[src/rtl/vgmcse_pkg.sv]
`default_nettype none

package vgmcse_pkg;

   // Request operation codes
   localparam logic OP_RECORD = 1'b0;
   localparam logic OP_FINISH = 1'b1;

   // Wait values with a one-byte command of their own
   localparam logic [15:0] WAIT_NTSC      = 16'd735;
   localparam logic [15:0] WAIT_PAL       = 16'd882;
   localparam logic [15:0] WAIT_SHORT_MAX = 16'd16;

   // Command bytes
   localparam logic [7:0] CMD_WAIT       = 8'h61;
   localparam logic [7:0] CMD_WAIT_NTSC  = 8'h62;
   localparam logic [7:0] CMD_WAIT_PAL   = 8'h63;
   localparam logic [7:0] CMD_WAIT_SHORT = 8'h70;
   localparam logic [7:0] CMD_WRITE      = 8'hb4;
   localparam logic [7:0] CMD_END        = 8'h66;

   // Byte counts of the command pieces
   localparam logic [2:0] LEN_NONE  = 3'd0;
   localparam logic [2:0] LEN_SHORT = 3'd1;
   localparam logic [2:0] LEN_LONG  = 3'd3;

   // Most bytes one request can expand to
   localparam int JOB_BYTES = 6;

   // Command queue between front and back
   localparam int QUEUE_DEPTH = 4;
   localparam int QUEUE_AW    = $clog2(QUEUE_DEPTH);
   localparam int QUEUE_CW    = $clog2(QUEUE_DEPTH + 1);

   // One encoded request: its bytes, the index of its final byte and totals
   typedef struct packed {
      logic [JOB_BYTES-1:0][7:0] bytes;
      logic [2:0]                last_idx;
      logic [31:0]               sample_total;
      logic [31:0]               loop_byte_offset;
      logic [31:0]               loop_sample_total;
   } job_type;

   // Queue write port
   typedef struct packed {
      logic    valid;
      job_type job;
   } push_type;

   // Queue read port
   typedef struct packed {
      logic    valid;
      job_type job;
   } head_type;

endpackage

`default_nettype wire

[src/rtl/vgmcse_req_if.sv]
`default_nettype none

interface vgmcse_req_if;
   logic        valid;
   logic        ready;
   logic        operation;
   logic [15:0] wait_count;
   logic [15:0] reg_word;

   modport source (output valid, output operation, output wait_count, output reg_word,
                   input ready);
   modport sink (input valid, input operation, input wait_count, input reg_word,
                 output ready);
endinterface

`default_nettype wire

[src/rtl/vgmcse_rsp_if.sv]
`default_nettype none

interface vgmcse_rsp_if;
   logic        valid;
   logic        ready;
   logic [7:0]  out_byte;
   logic        last_byte;
   logic [31:0] sample_total;
   logic [31:0] loop_byte_offset;
   logic [31:0] loop_sample_total;

   modport source (output valid, output out_byte, output last_byte, output sample_total,
                   output loop_byte_offset, output loop_sample_total, input ready);
   modport sink (input valid, input out_byte, input last_byte, input sample_total,
                 input loop_byte_offset, input loop_sample_total, output ready);
endinterface

`default_nettype wire

[src/rtl/vgmcse_csr_if.sv]
`default_nettype none

interface vgmcse_csr_if;
   logic        valid;
   logic        ready;
   logic [31:0] loop_start_record;

   modport source (output valid, output loop_start_record, input ready);
   modport sink (input valid, input loop_start_record, output ready);
endinterface

`default_nettype wire

[src/rtl/vgmcse_front.sv]
`default_nettype none

module vgmcse_front #(
   parameter int COUNT_WIDTH = 32
) (
   input  wire logic                clock,
   input  wire logic                reset,
   vgmcse_req_if.sink               req,
   vgmcse_csr_if.sink               csr,
   output vgmcse_pkg::push_type     push,
   input  wire logic                queue_full
);
   import vgmcse_pkg::*;

   localparam int EXT_W = (COUNT_WIDTH > 32) ? COUNT_WIDTH : 32;

   logic [31:0]            loop_start_ff;
   logic [COUNT_WIDTH-1:0] record_index_ff, record_index_in;
   logic [COUNT_WIDTH-1:0] byte_offset_ff, byte_offset_in;
   logic [COUNT_WIDTH-1:0] samples_sum_ff, samples_sum_in;
   logic [COUNT_WIDTH-1:0] loop_mark_ff, loop_mark_in;
   logic [COUNT_WIDTH-1:0] loop_span_ff, loop_span_in;

   logic                   accept;
   logic                   is_finish;
   logic [2:0]             wait_len;
   logic [2:0]             write_len;
   logic [7:0]             wait_cmd;
   logic                   at_loop_point;
   logic                   has_loop;
   logic [EXT_W-1:0]       samples_ext;
   logic [EXT_W-1:0]       mark_ext;
   logic [EXT_W-1:0]       loop_span_ext;
   logic [7:0]             reg_addr;
   logic [7:0]             reg_data;
   job_type                job;

   assign req.ready = !queue_full;
   assign csr.ready = 1'b1;
   assign accept    = req.valid && req.ready;
   assign is_finish = (req.operation == OP_FINISH);
   assign reg_addr  = req.reg_word[15:8];
   assign reg_data  = req.reg_word[7:0];

   // Classify the wait
   always_comb begin
      wait_cmd = CMD_WAIT;
      wait_len = LEN_LONG;
      if (req.wait_count == '0) begin
         wait_len = LEN_NONE;
      end else if (req.wait_count == WAIT_NTSC) begin
         wait_cmd = CMD_WAIT_NTSC;
         wait_len = LEN_SHORT;
      end else if (req.wait_count == WAIT_PAL) begin
         wait_cmd = CMD_WAIT_PAL;
         wait_len = LEN_SHORT;
      end else if (req.wait_count <= WAIT_SHORT_MAX) begin
         wait_cmd = CMD_WAIT_SHORT + 8'(req.wait_count - 16'd1);
         wait_len = LEN_SHORT;
      end
   end

   assign write_len = (req.reg_word != '0) ? LEN_LONG : LEN_NONE;

   // Loop point sits after the wait and before the write
   assign at_loop_point = (record_index_ff != '0) &&
                          (EXT_W'(record_index_ff) == EXT_W'(loop_start_ff));

   // Report counters as their low 32 bits
   assign has_loop      = (loop_mark_ff != '0);
   assign samples_ext   = EXT_W'(samples_sum_ff);
   assign mark_ext      = EXT_W'(loop_mark_ff);
   assign loop_span_ext = EXT_W'(loop_span_ff);

   // Lay out the bytes of this request
   always_comb begin
      job                   = '0;
      if (is_finish) begin
         job.bytes[0]          = CMD_END;
         job.last_idx          = 3'd0;
         job.sample_total      = samples_ext[31:0];
         job.loop_byte_offset  = has_loop ? mark_ext[31:0] : 32'd0;
         job.loop_sample_total = has_loop ? loop_span_ext[31:0] : 32'd0;
      end else begin
         job.last_idx = wait_len + write_len - 3'd1;
         unique case (wait_len)
            LEN_LONG: begin
               job.bytes[0] = wait_cmd;
               job.bytes[1] = req.wait_count[7:0];
               job.bytes[2] = req.wait_count[15:8];
               job.bytes[3] = CMD_WRITE;
               job.bytes[4] = reg_addr;
               job.bytes[5] = reg_data;
            end
            LEN_SHORT: begin
               job.bytes[0] = wait_cmd;
               job.bytes[1] = CMD_WRITE;
               job.bytes[2] = reg_addr;
               job.bytes[3] = reg_data;
            end
            default: begin
               job.bytes[0] = CMD_WRITE;
               job.bytes[1] = reg_addr;
               job.bytes[2] = reg_data;
            end
         endcase
      end
   end

   // Queue only requests that emit bytes
   assign push.valid = accept && (is_finish || (wait_len != LEN_NONE) ||
                                  (write_len != LEN_NONE));
   assign push.job   = job;

   // Advance the stream counters
   always_comb begin
      record_index_in = record_index_ff;
      byte_offset_in  = byte_offset_ff;
      samples_sum_in  = samples_sum_ff;
      loop_mark_in    = loop_mark_ff;
      loop_span_in    = loop_span_ff;
      if (accept) begin
         if (is_finish) begin
            record_index_in = '0;
            byte_offset_in  = '0;
            samples_sum_in  = '0;
            loop_mark_in    = '0;
            loop_span_in    = '0;
         end else begin
            record_index_in = record_index_ff + COUNT_WIDTH'(1);
            byte_offset_in  = byte_offset_ff + COUNT_WIDTH'(wait_len + write_len);
            samples_sum_in  = samples_sum_ff + COUNT_WIDTH'(req.wait_count);
            if (at_loop_point) begin
               loop_mark_in = byte_offset_ff + COUNT_WIDTH'(wait_len);
               loop_span_in = '0;
            end else begin
               loop_span_in = loop_span_ff + COUNT_WIDTH'(req.wait_count);
            end
         end
      end
   end

   always_ff @(posedge clock) begin
      if (reset) begin
         loop_start_ff   <= '0;
         record_index_ff <= '0;
         byte_offset_ff  <= '0;
         samples_sum_ff  <= '0;
         loop_mark_ff    <= '0;
         loop_span_ff    <= '0;
      end else begin
         if (csr.valid && csr.ready) begin
            loop_start_ff <= csr.loop_start_record;
         end
         record_index_ff <= record_index_in;
         byte_offset_ff  <= byte_offset_in;
         samples_sum_ff  <= samples_sum_in;
         loop_mark_ff    <= loop_mark_in;
         loop_span_ff    <= loop_span_in;
      end
   end

endmodule

`default_nettype wire

[src/rtl/vgmcse_queue.sv]
`default_nettype none

module vgmcse_queue (
   input  wire logic             clock,
   input  wire logic             reset,
   input  vgmcse_pkg::push_type  push,
   output logic                  full,
   output vgmcse_pkg::head_type  head,
   input  wire logic             pop
);
   import vgmcse_pkg::*;

   job_type             mem [QUEUE_DEPTH];
   logic [QUEUE_AW-1:0] wr_ptr_ff, wr_ptr_in;
   logic [QUEUE_AW-1:0] rd_ptr_ff, rd_ptr_in;
   logic [QUEUE_CW-1:0] count_ff, count_in;
   logic                do_push;
   logic                do_pop;

   assign full       = (count_ff == QUEUE_CW'(QUEUE_DEPTH));
   assign head.valid = (count_ff != '0);
   assign head.job   = mem[rd_ptr_ff];
   assign do_push    = push.valid && !full;
   assign do_pop     = pop && head.valid;

   // Advance pointers and fill count
   always_comb begin
      wr_ptr_in = wr_ptr_ff;
      rd_ptr_in = rd_ptr_ff;
      count_in  = count_ff;
      if (do_push) begin
         wr_ptr_in = (wr_ptr_ff == QUEUE_AW'(QUEUE_DEPTH - 1)) ? '0 : wr_ptr_ff + QUEUE_AW'(1);
      end
      if (do_pop) begin
         rd_ptr_in = (rd_ptr_ff == QUEUE_AW'(QUEUE_DEPTH - 1)) ? '0 : rd_ptr_ff + QUEUE_AW'(1);
      end
      if (do_push && !do_pop) begin
         count_in = count_ff + QUEUE_CW'(1);
      end else if (do_pop && !do_push) begin
         count_in = count_ff - QUEUE_CW'(1);
      end
   end

   always_ff @(posedge clock) begin
      if (reset) begin
         wr_ptr_ff <= '0;
         rd_ptr_ff <= '0;
         count_ff  <= '0;
      end else begin
         wr_ptr_ff <= wr_ptr_in;
         rd_ptr_ff <= rd_ptr_in;
         count_ff  <= count_in;
      end
   end

   // Store entries
   always_ff @(posedge clock) begin
      if (do_push) begin
         mem[wr_ptr_ff] <= push.job;
      end
   end

   a_no_overflow: assert property (@(posedge clock) disable iff (reset)
      push.valid |-> !full)
      else $error("request pushed into full command queue");

   a_no_underflow: assert property (@(posedge clock) disable iff (reset)
      pop |-> head.valid)
      else $error("command queue popped while empty");

   a_count_bound: assert property (@(posedge clock) disable iff (reset)
      count_ff <= QUEUE_CW'(QUEUE_DEPTH))
      else $error("command queue count out of range");

endmodule

`default_nettype wire

[src/rtl/vgmcse_back.sv]
`default_nettype none

module vgmcse_back (
   input  wire logic             clock,
   input  wire logic             reset,
   input  vgmcse_pkg::head_type  head,
   output logic                  pop,
   vgmcse_rsp_if.source          rsp
);
   import vgmcse_pkg::*;

   logic [2:0]  idx_ff, idx_in;
   logic        valid_ff, valid_in;
   logic [7:0]  byte_ff;
   logic        last_ff;
   logic [31:0] sample_total_ff;
   logic [31:0] loop_offset_ff;
   logic [31:0] loop_total_ff;
   logic        load;
   logic        is_last;

   // Load a byte whenever the output register is free or being drained
   assign load    = head.valid && (!valid_ff || rsp.ready);
   assign is_last = (idx_ff == head.job.last_idx);
   assign pop     = load && is_last;

   always_comb begin
      idx_in   = idx_ff;
      valid_in = valid_ff;
      if (load) begin
         valid_in = 1'b1;
         idx_in   = is_last ? 3'd0 : idx_ff + 3'd1;
      end else if (rsp.ready) begin
         valid_in = 1'b0;
      end
   end

   always_ff @(posedge clock) begin
      if (reset) begin
         idx_ff   <= '0;
         valid_ff <= 1'b0;
      end else begin
         idx_ff   <= idx_in;
         valid_ff <= valid_in;
      end
   end

   // Hold the output payload
   always_ff @(posedge clock) begin
      if (load) begin
         byte_ff         <= head.job.bytes[idx_ff];
         last_ff         <= is_last;
         sample_total_ff <= head.job.sample_total;
         loop_offset_ff  <= head.job.loop_byte_offset;
         loop_total_ff   <= head.job.loop_sample_total;
      end
   end

   assign rsp.valid             = valid_ff;
   assign rsp.out_byte          = byte_ff;
   assign rsp.last_byte         = last_ff;
   assign rsp.sample_total      = sample_total_ff;
   assign rsp.loop_byte_offset  = loop_offset_ff;
   assign rsp.loop_sample_total = loop_total_ff;

   a_idx_in_job: assert property (@(posedge clock) disable iff (reset)
      head.valid |-> idx_ff <= head.job.last_idx)
      else $error("byte index past end of command");

   a_idx_idle: assert property (@(posedge clock) disable iff (reset)
      !head.valid |-> idx_ff == 3'd0)
      else $error("byte index not cleared with empty queue");

   a_pop_marks_last: assert property (@(posedge clock) disable iff (reset)
      pop |=> (valid_ff && last_ff))
      else $error("command retired without last byte");

endmodule

`default_nettype wire

[src/rtl/vgm_command_stream_encoder_core.sv]
`default_nettype none

// Command stream encoder. Each record request (a wait in samples plus a register
// write word) becomes 0 to 6 command bytes on the response channel, one byte per
// response, with last_byte set on the final byte of each request; a finish
// request yields a single 0x66 byte carrying the sample total and loop totals and
// then restarts the stream counters. The front end updates all counters in the
// cycle a request is accepted and pushes the encoded bytes into a 4-entry
// command queue, so requests are taken one per cycle while the queue has room.
// The back end drains one byte per cycle into the output register while the
// response is taken, so a record emits up to 6 bytes, a finish one byte, and a
// record with no wait and no write none; sustained rate is set by the output byte
// count. loop_start_record is written through the csr channel, which is always
// ready; the user must write it only while no request is in flight (unenforced).
module vgm_command_stream_encoder_core #(
   parameter int COUNT_WIDTH = 32
) (
   input  wire logic    clock,
   input  wire logic    reset,
   vgmcse_req_if.sink   req_chan,
   vgmcse_rsp_if.source rsp_chan,
   vgmcse_csr_if.sink   csr_chan
);
   import vgmcse_pkg::*;

   push_type push;
   head_type head;
   logic     queue_full;
   logic     pop;

   vgmcse_front #(
      .COUNT_WIDTH (COUNT_WIDTH)
   ) u_front (
      .clock      (clock),
      .reset      (reset),
      .req        (req_chan),
      .csr        (csr_chan),
      .push       (push),
      .queue_full (queue_full)
   );

   vgmcse_queue u_queue (
      .clock (clock),
      .reset (reset),
      .push  (push),
      .full  (queue_full),
      .head  (head),
      .pop   (pop)
   );

   vgmcse_back u_back (
      .clock (clock),
      .reset (reset),
      .head  (head),
      .pop   (pop),
      .rsp   (rsp_chan)
   );

endmodule

`default_nettype wire
[src/flat_wrapper.sv]
// flat-port wrapper written by rule: the top's interface ports become plain ports
module vgm_command_stream_encoder_core_flat import vgmcse_pkg::*;
#(
   parameter int COUNT_WIDTH = 32
)
  (clock, reset, req_chan_valid, req_chan_operation, req_chan_wait_count, req_chan_reg_word, req_chan_ready, rsp_chan_valid, rsp_chan_out_byte, rsp_chan_last_byte, rsp_chan_sample_total, rsp_chan_loop_byte_offset, rsp_chan_loop_sample_total, rsp_chan_ready, csr_chan_valid, csr_chan_loop_start_record, csr_chan_ready);
  vgmcse_req_if req_chan_i ();
  vgmcse_rsp_if rsp_chan_i ();
  vgmcse_csr_if csr_chan_i ();
  input  wire logic clock;
  input  wire logic reset;
  input wire logic [$bits(req_chan_i.valid)-1:0] req_chan_valid;
  input wire logic [$bits(req_chan_i.operation)-1:0] req_chan_operation;
  input wire logic [$bits(req_chan_i.wait_count)-1:0] req_chan_wait_count;
  input wire logic [$bits(req_chan_i.reg_word)-1:0] req_chan_reg_word;
  output wire logic [$bits(req_chan_i.ready)-1:0] req_chan_ready;
  output wire logic [$bits(rsp_chan_i.valid)-1:0] rsp_chan_valid;
  output wire logic [$bits(rsp_chan_i.out_byte)-1:0] rsp_chan_out_byte;
  output wire logic [$bits(rsp_chan_i.last_byte)-1:0] rsp_chan_last_byte;
  output wire logic [$bits(rsp_chan_i.sample_total)-1:0] rsp_chan_sample_total;
  output wire logic [$bits(rsp_chan_i.loop_byte_offset)-1:0] rsp_chan_loop_byte_offset;
  output wire logic [$bits(rsp_chan_i.loop_sample_total)-1:0] rsp_chan_loop_sample_total;
  input wire logic [$bits(rsp_chan_i.ready)-1:0] rsp_chan_ready;
  input wire logic [$bits(csr_chan_i.valid)-1:0] csr_chan_valid;
  input wire logic [$bits(csr_chan_i.loop_start_record)-1:0] csr_chan_loop_start_record;
  output wire logic [$bits(csr_chan_i.ready)-1:0] csr_chan_ready;
  assign req_chan_i.valid = req_chan_valid;
  assign req_chan_i.operation = req_chan_operation;
  assign req_chan_i.wait_count = req_chan_wait_count;
  assign req_chan_i.reg_word = req_chan_reg_word;
  assign req_chan_ready = req_chan_i.ready;
  assign rsp_chan_valid = rsp_chan_i.valid;
  assign rsp_chan_out_byte = rsp_chan_i.out_byte;
  assign rsp_chan_last_byte = rsp_chan_i.last_byte;
  assign rsp_chan_sample_total = rsp_chan_i.sample_total;
  assign rsp_chan_loop_byte_offset = rsp_chan_i.loop_byte_offset;
  assign rsp_chan_loop_sample_total = rsp_chan_i.loop_sample_total;
  assign rsp_chan_i.ready = rsp_chan_ready;
  assign csr_chan_i.valid = csr_chan_valid;
  assign csr_chan_i.loop_start_record = csr_chan_loop_start_record;
  assign csr_chan_ready = csr_chan_i.ready;
  vgm_command_stream_encoder_core #(.COUNT_WIDTH(COUNT_WIDTH)) u_core (.clock(clock), .reset(reset), .req_chan(req_chan_i), .rsp_chan(rsp_chan_i), .csr_chan(csr_chan_i));
endmodule
[config.mk]
export PLATFORM = sky130hd
export DESIGN_NAME = vgm_command_stream_encoder_core_flat
export DESIGN_NICKNAME = d
export VERILOG_FILES = /design/src/rtl/vgmcse_pkg.sv /design/src/rtl/vgmcse_req_if.sv /design/src/rtl/vgmcse_rsp_if.sv /design/src/rtl/vgmcse_csr_if.sv /design/src/rtl/vgmcse_front.sv /design/src/rtl/vgmcse_queue.sv /design/src/rtl/vgmcse_back.sv /design/src/rtl/vgm_command_stream_encoder_core.sv /design/src/flat_wrapper.sv
export SDC_FILE = /design/constraint.sdc
export NUM_CORES = 1
export LEC_CHECK = 0
export BUFFER_PORTS_ARGS = -buffer_cell sky130_fd_sc_hd__buf_4
export CORE_MARGIN = 4
export CORE_UTILIZATION = 40
export CTS_CLUSTER_DIAMETER = 40
export CTS_CLUSTER_SIZE = 14
export DETAILED_ROUTE_END_ITERATION = 16
export PLACE_DENSITY = 0.54
export SYNTH_ARGS = -nofsm -noshare
export SYNTH_HDL_FRONTEND = slang
export SYNTH_SLANG_ARGS = --single-unit
export TNS_END_PERCENT = 30
[constraint.sdc]
create_clock -name clock -period 9.7 [get_ports clock]
set_input_delay 1.455 -clock clock [delete_from_list [all_inputs] [get_ports clock]]
set_output_delay 1.455 -clock clock [all_outputs]
set_load 0.02 [all_outputs]
==> results.toml, run 1 <==
[status]
status = "complete, no violations"

[clock_network]
clk_latency_ns = 0.71
clock_path_buffers = 3
cts.sinks = 898
cts_tree = "built"
root_buffer = "clkbuf_16"
htree_levels = 4
post_cts_buffers = 0
path_clk_slew_ns = 0.05
hold_buffers = 0
cts_buffers = 131
ctsResizeCount = 0

[route]
dr.pass1.iters = 5
via_count = 21300
drt-total-wl_um = 87700
viasPerCell = 5.38
drtAntennaViolNets = 0
wl_per_cell_um = 22.1
drt_iter0_markers = 1586
route.detailed.drc = 0

[sta]
worst_pin_slew_ns = 1.06
hold_violations = 0
min_period_over_period = 0.560
skew_ns = 0.0330
relSlewSlack = 0.291
fmaxAchievable_ghz = 0.184
finalSetupViolCount = 0
rsz0062_at_grt = "no"
fin_tns_setup_ns = 0
period_needed_ns = 5.43
drv_slew = 0

[placement]
place_congestion = 0.858
dp.cells = 3725
place.detailed.hpwl_um = 56200
io_buffers = 176

[floorplanning]
core_area_um2 = 91700
rows = 111
ios = 178
die_height_um = 312
dieArea_um2 = 97400
dieWidth_um = 312
start_util = 0.404

[yosys]
synthCells = 2455
synth_area_per_cell_um2 = 15.1
synth_fp_nets = 2583
synth-edff-count = 693
netlist_area_um2 = 37000
synthDistinctLibCells = 70
ys_warn_count = 0
synth_ff_type = "edfxtp_1"
ys_seq_area_frac = 0.673
ys_ff_latch = 898
async_reset_ff_frac = 0

[pwr]
power_density_nw_per_um2 = 267
peakVddDrop_v = 0.000178
p_seq_frac = 0.426
p_clk_frac = 0.404
intPower_mw = 8.60
switchingPower_mw = 3.16
leakagePower_nw = 15.4
pwr-share-comb = 0.170
switching_share = 0.269

[finish]
area.sequential_um2 = 24900
nNetsFinal = 2800
drive_gt1_frac = 0.214
finalNonFillerCells = 3965
multiInputGateArea_um2 = 11500
area_growth_pct = 19.1
fillerInstances = 7919

[setup_path]
r2r_end = "u_core.u_queue.count_ff[2]"
crit_fanout = 17
crit_end = "u_core.u_front.loop_mark_ff[21]"
r2r_slack_ns = 5.50
critPathSlowestCell = "clkinv_1"
endpoint_kind = "register"
cp_slowest_stage_delay_ns = 0.65
cp-start-kind = "input pin"
cp.required_ns = 10.27
crit_type = "in2reg"
crit_start = "req_chan_wait_count[5]"
cp.arrival_ns = 5.99
rr_worst_depth = 12
cp_cell_sequence = "buf_4, or3_4, nor3_2, nand4_1, a21o_1, nand2_1, clkinv_1, ha_1, a21oi_1, nor3_1, and4_1, and2b_1, nor2b_1, xnor2_1, o21ai_1"

[min_path]
hold_class = "reg2reg"

[grt]
first_global_vias = 21900
grt_pass1_wl_um = 135000
gr-total-overflow = 0
grt_usage = 0.180
grt_start_max_net_pins = 91
antenna_found_initial = 2

[run]
cap_violations = 0
[kinds of logic (layout without fill, tap and decap cells)]
family          count (synthesis)  after routing  synth area share
flops                         898            898             0.673
simple gates                  717            717            0.0981
compound gates                257            257            0.0443
mux                           206            206             0.108
xor+xnor                      159            159            0.0376
buf+inv                       159            481            0.0174
fa+ha+maj                      58             58            0.0210
other cells                     1              3          0.000101
[critical path: cells and delay by family]
| kind | cells | cell delay [ns] |
|---|---|---|
| XOR/XNOR | 1 | 0.13 |
| AO/OA/AOI/OAI | 3 | 0.44 |
| buffers and inverters | 2 | 0.80 |
| adder cells (fa/ha/maj) | 1 | 0.49 |
| AND/OR/NAND/NOR | 8 | 2.65 |
[cell type report]
class	instances	share of cell area
diodes	2	0.000114
clock buffers	157	0.0809
clock inverters	81	0.0210
inverters	44	0.00375
multi-input cells	1398	0.261
flip-flops and latches	898	0.566
well taps	1186	0.0337
repair buffers	199	0.0342
[how the worst min path moves through the flow]
stage,slack (ns),cells past startpoint,start,to
finish,0.47,2,u_core.u_front.samples_ext[31],u_core.u_front.samples_ext[31]
global route,0.50,2,u_core.u_front.loop_mark_ff[8],u_core.u_front.loop_mark_ff[8]
CTS,0.48,2,u_core.u_front.samples_ext[31],u_core.u_front.samples_ext[31]
detailed placement,0.47,2,u_core.u_front.loop_mark_ff[10],u_core.u_front.loop_mark_ff[10]
global placement,0.46,2,u_core.u_front.samples_ext[31],u_core.u_front.samples_ext[31]
floorplan,0.43,2,u_core.u_front.loop_mark_ff[21],u_core.u_front.loop_mark_ff[21]
[layer usage]
layer,vias to the layer above,GRT usage,wire length [um]
met1,10800,0.253,40200
met5,-,0,0
li1,9806,-,-
met2,560,0.284,41200
met3,153,0.0345,4170
met4,0,0.0589,2180
[state kept, by name, summed over array words and instances (netlist names), 8 cells and up, named ones only]
name	count
u_core.u_queue.mem	588
u_core.u_back.rsp.loop_byte_offset	32
u_core.u_back.rsp.loop_sample_total	32
u_core.u_back.rsp.sample_total	32
u_core.u_front.byte_offset_ff	32
u_core.u_front.loop_mark_ff	32
u_core.u_front.loop_span_ext	32
u_core.u_front.loop_start_ff	32
u_core.u_front.record_index_ff	32
u_core.u_front.samples_ext	32
u_core.u_back.rsp.out_byte	8
[cell usage in the layout (no fill, tap or decap), types with 7 or more instances in the layout]
cell type	count
o22ai_1	10
dfxtp_1	202
a211oi_1	9
and4_1	11
nor3_1	28
bufinv_16	13
edfxtp_1	693
xor2_1	99
inv_8	7
nor2_1	206
ha_1	51
or4_1	7
o21ai_0	58
nor4_1	33
nand2_1	143
o21bai_1	7
mux4_2	155
clkbuf_16	137
clkbuf_1	14
xnor2_1	60
a21oi_1	75
inv_6	11
a21o_1	16
nand4_1	33
buf_4	198
or3_1	12
clkinv_4	12
and2_1	125
and3_1	23
mux2i_1	51
nand2b_1	9
o21a_1	7
clkinv_2	16
fa_1	7
inv_1	43
nand3_1	49
clkinv_1	12
a22oi_1	20
[power groups by stage]
stage / clock network [mW] / logic, mW / registers, mW
after floorplan: 0 / 0.994 / 5.37
after CTS: 4.87 / 2.05 / 5.03
after global placement: 0 / 2.04 / 5.08
after global routing: 5.05 / 2.17 / 5.06
after detailed placement: 0 / 2.05 / 5.10
final: 4.75 / 2.00 / 5.01
[cell usage after synthesis, types with 9 or more instances]
| cell | count | area [um2] |
|---|---|---|
| and2_1 | 129 | 807 |
| buf_2 | 25 | 125 |
| a22oi_1 | 20 | 150 |
| xnor2_1 | 60 | 526 |
| or3_1 | 12 | 75.1 |
| edfxtp_1 | 693 | 20800 |
| dfxtp_1 | 205 | 4100 |
| nand4_1 | 33 | 206 |
| inv_1 | 43 | 161 |
| a21o_1 | 16 | 120 |
| mux2i_1 | 51 | 510 |
| nand3_1 | 49 | 245 |
| nand2b_1 | 9 | 56.3 |
| mux4_2 | 155 | 3490 |
| and3_1 | 23 | 144 |
| buf_1 | 9 | 33.8 |
| a211oi_1 | 9 | 67.6 |
| and4_1 | 11 | 96.3 |
| nor2_1 | 206 | 773 |
| o21ai_0 | 58 | 290 |
| ha_1 | 51 | 638 |
| clkbuf_1 | 76 | 285 |
| nand2_1 | 145 | 544 |
| nor4_1 | 33 | 206 |
| xor2_1 | 99 | 867 |
| nor3_1 | 28 | 140 |
| o22ai_1 | 10 | 62.6 |
| a21oi_1 | 76 | 380 |
[through the flow]
step	total power, mW	worst slack (ns)	hold WS, ns	instance area (um2)	util
2_1_floorplan	6.37	1.15	0.434	37000	-
3_5_place_dp	7.15	3.62	0.470	39600	0.432
3_3_place_gp	7.12	3.73	0.459	39600	0.432
5_1_grt	12.3	4.00	0.503	44100	0.481
4_1_cts	11.9	4.40	0.479	44100	0.481
6_report	11.8	4.27	0.475	44100	0.481
(Power assumes the default switching activity.)
==> run 2, diff against run 1 <==
==> constraint.sdc (replaced) <==
create_clock -name clock -period 5 [get_ports clock]
set_input_delay 0.75 -clock clock [delete_from_list [all_inputs] [get_ports clock]]
set_output_delay 0.75 -clock clock [all_outputs]
set_load 0.02 [all_outputs]
==> results.toml, run 2 (synthesized netlist as in run 1, its figures left out) <==
[setup_path]
r2r_end = "u_core.u_queue.mem[1][144]"
r2r-start = "u_core.u_queue.count_ff[0]"
cp.arrival_ns = 4.37
r2r_slack_ns = 1.64
crit_type = "in2reg"
endpoint_kind = "register"
crit_fanout = 7
cp-start-kind = "input pin"
rr_worst_depth = 5
crit_end = "u_core.u_front.byte_offset_ff[19]"
cp.required_ns = 5.56
crit_start = "req_chan_wait_count[5]"

[floorplanning]
start_util = 0.404
dieArea_um2 = 97400
ios = 178
dieWidth_um = 312
die_height_um = 312
rows = 111
core_area_um2 = 91700

[sta]
finalSetupViolCount = 0
drv_slew = 0
rsz0062_at_grt = "no"
worst_pin_slew_ns = 1.07
period_needed_ns = 3.80
relSlewSlack = 0.288
fin_hold_ws_ns = 0.287
hold_violations = 0
fmaxAchievable_ghz = 0.263
min_period_over_period = 0.761
skew_ns = 0.0307

[grt]
first_global_vias = 22100
grt_usage = 0.177
grt_start_max_net_pins = 114
antenna_found_initial = 3
gr-total-overflow = 0
grt_pass1_wl_um = 133000

[route]
wl_per_cell_um = 21.6
via_count = 21200
drtAntennaViolNets = 0
drt_iter0_markers = 1635
drt-total-wl_um = 85800
dr.pass1.iters = 5
route.detailed.drc = 0
viasPerCell = 5.34

[clock_network]
root_buffer = "clkbuf_16"
cts_buffers = 131
hold_buffers = 0
ctsResizeCount = 0
clk_latency_ns = 0.72
cts_tree = "built"
post_cts_buffers = 0
htree_levels = 4
cts.sinks = 898
clock_path_buffers = 3
path_clk_slew_ns = 0.05

[finish]
nNetsFinal = 2808
layout_commonest_cell = "edfxtp_1"
drive_gt1_frac = 0.219
largest_reg_flops = 588
regMostFlops = "u_core.u_queue.mem"
area_growth_pct = 19.7
finalNonFillerCells = 3975
layout_common_cells = "693 x edfxtp_1, 206 x nor2_1, 203 x buf_4, 202 x dfxtp_1, 155 x mux4_2"
final_core_util = 0.483

[status]
status = "complete, no violations"

[pwr]
peakVddDrop_v = 0.000341
fin_total_pwr_mw = 23.1
leakagePower_nw = 15.5
power_density_nw_per_um2 = 522

[min_path]
hold_class = "in2reg"

[placement]
place_congestion = 0.857
dp.cells = 3733
io_buffers = 176
place.detailed.hpwl_um = 55400

[run]
cap_violations = 0
[run 2: changes by cell type in the layout (fill, tap and decap cells not counted), moves of 4 or more]
cell        change
clkinv_1        -7
clkinvlp_4     +10
clkbuf_16       -4
inv_8           -5
buf_4           +5
bufinv_16       +8
[run 2: cell type report]
type	count	area [um2]
Fill cell	7876	47400
Sequential cell	898	24900
Multi-Input combinational cell	1398	11500
Clock buffer	153	3460
Timing Repair Buffer	207	1600
Tap cell	1186	1480
Clock inverter	87	1170
Inverter	44	165
Antenna cell	2	5.00
[run 2: worst max-delay path: stages]
cell,delay [ns]
buf_4,0.16
or3_4,0.39
nor3_2,0.10
nand4_1,0.18
a21o_1,0.25
nand2_1,0.18
fa_1,0.44
inv_1,0.07
ha_1,0.17
inv_1,0.06
fa_1,0.40
or3_1,0.46
nor3_2,0.40
nand3_1,0.15
xor2_1,0.16
nor2_1,0.05
[run 2: metal layers]
layer / vias up / global-route usage / share of wire
met4: 2 / 0.0643 / 0.028
met2: 581 / 0.282 / 0.47
met1: 10700 / 0.239 / 0.45
met3: 156 / 0.0401 / 0.054
li1: 9824 / - / -
met5: - / 0 / 0.00010
[run 2: power breakdown]
group,switching [mW],internal [mW],leakage [nW],total [mW]
clock,3.41,6.12,2.22,9.53
combinational,2.33,1.56,5.04,3.89
sequential,0.394,9.30,8.24,9.69
total,6.13,17.0,15.5,23.1
[run 2: how the worst min path moves through the flow]
stage	startpoint	end	cells after the start
after floorplan	u_core.u_front.loop_mark_ff[21]	u_core.u_front.loop_mark_ff[21]	2
after global placement	u_core.u_front.samples_ext[31]	u_core.u_front.samples_ext[31]	2
after detailed placement	u_core.u_front.loop_mark_ff[2]	u_core.u_front.loop_mark_ff[2]	2
after CTS	csr_chan_loop_start_record[0]	u_core.u_front.loop_start_ff[0]	3
after global routing	csr_chan_loop_start_record[1]	u_core.u_front.loop_start_ff[1]	3
final	csr_chan_loop_start_record[0]	u_core.u_front.loop_start_ff[0]	3
[run 2: per-stage QoR]
stage	cell area [um2]	TNS (ns)	worst slack [ns]
after floorplan	37000	-213.53	-0.484
final	44300	0	1.20
after global routing	44300	0	0.961
after CTS	44300	0	1.23
after detailed placement	39700	0	0.460
after global placement	39700	0	0.490
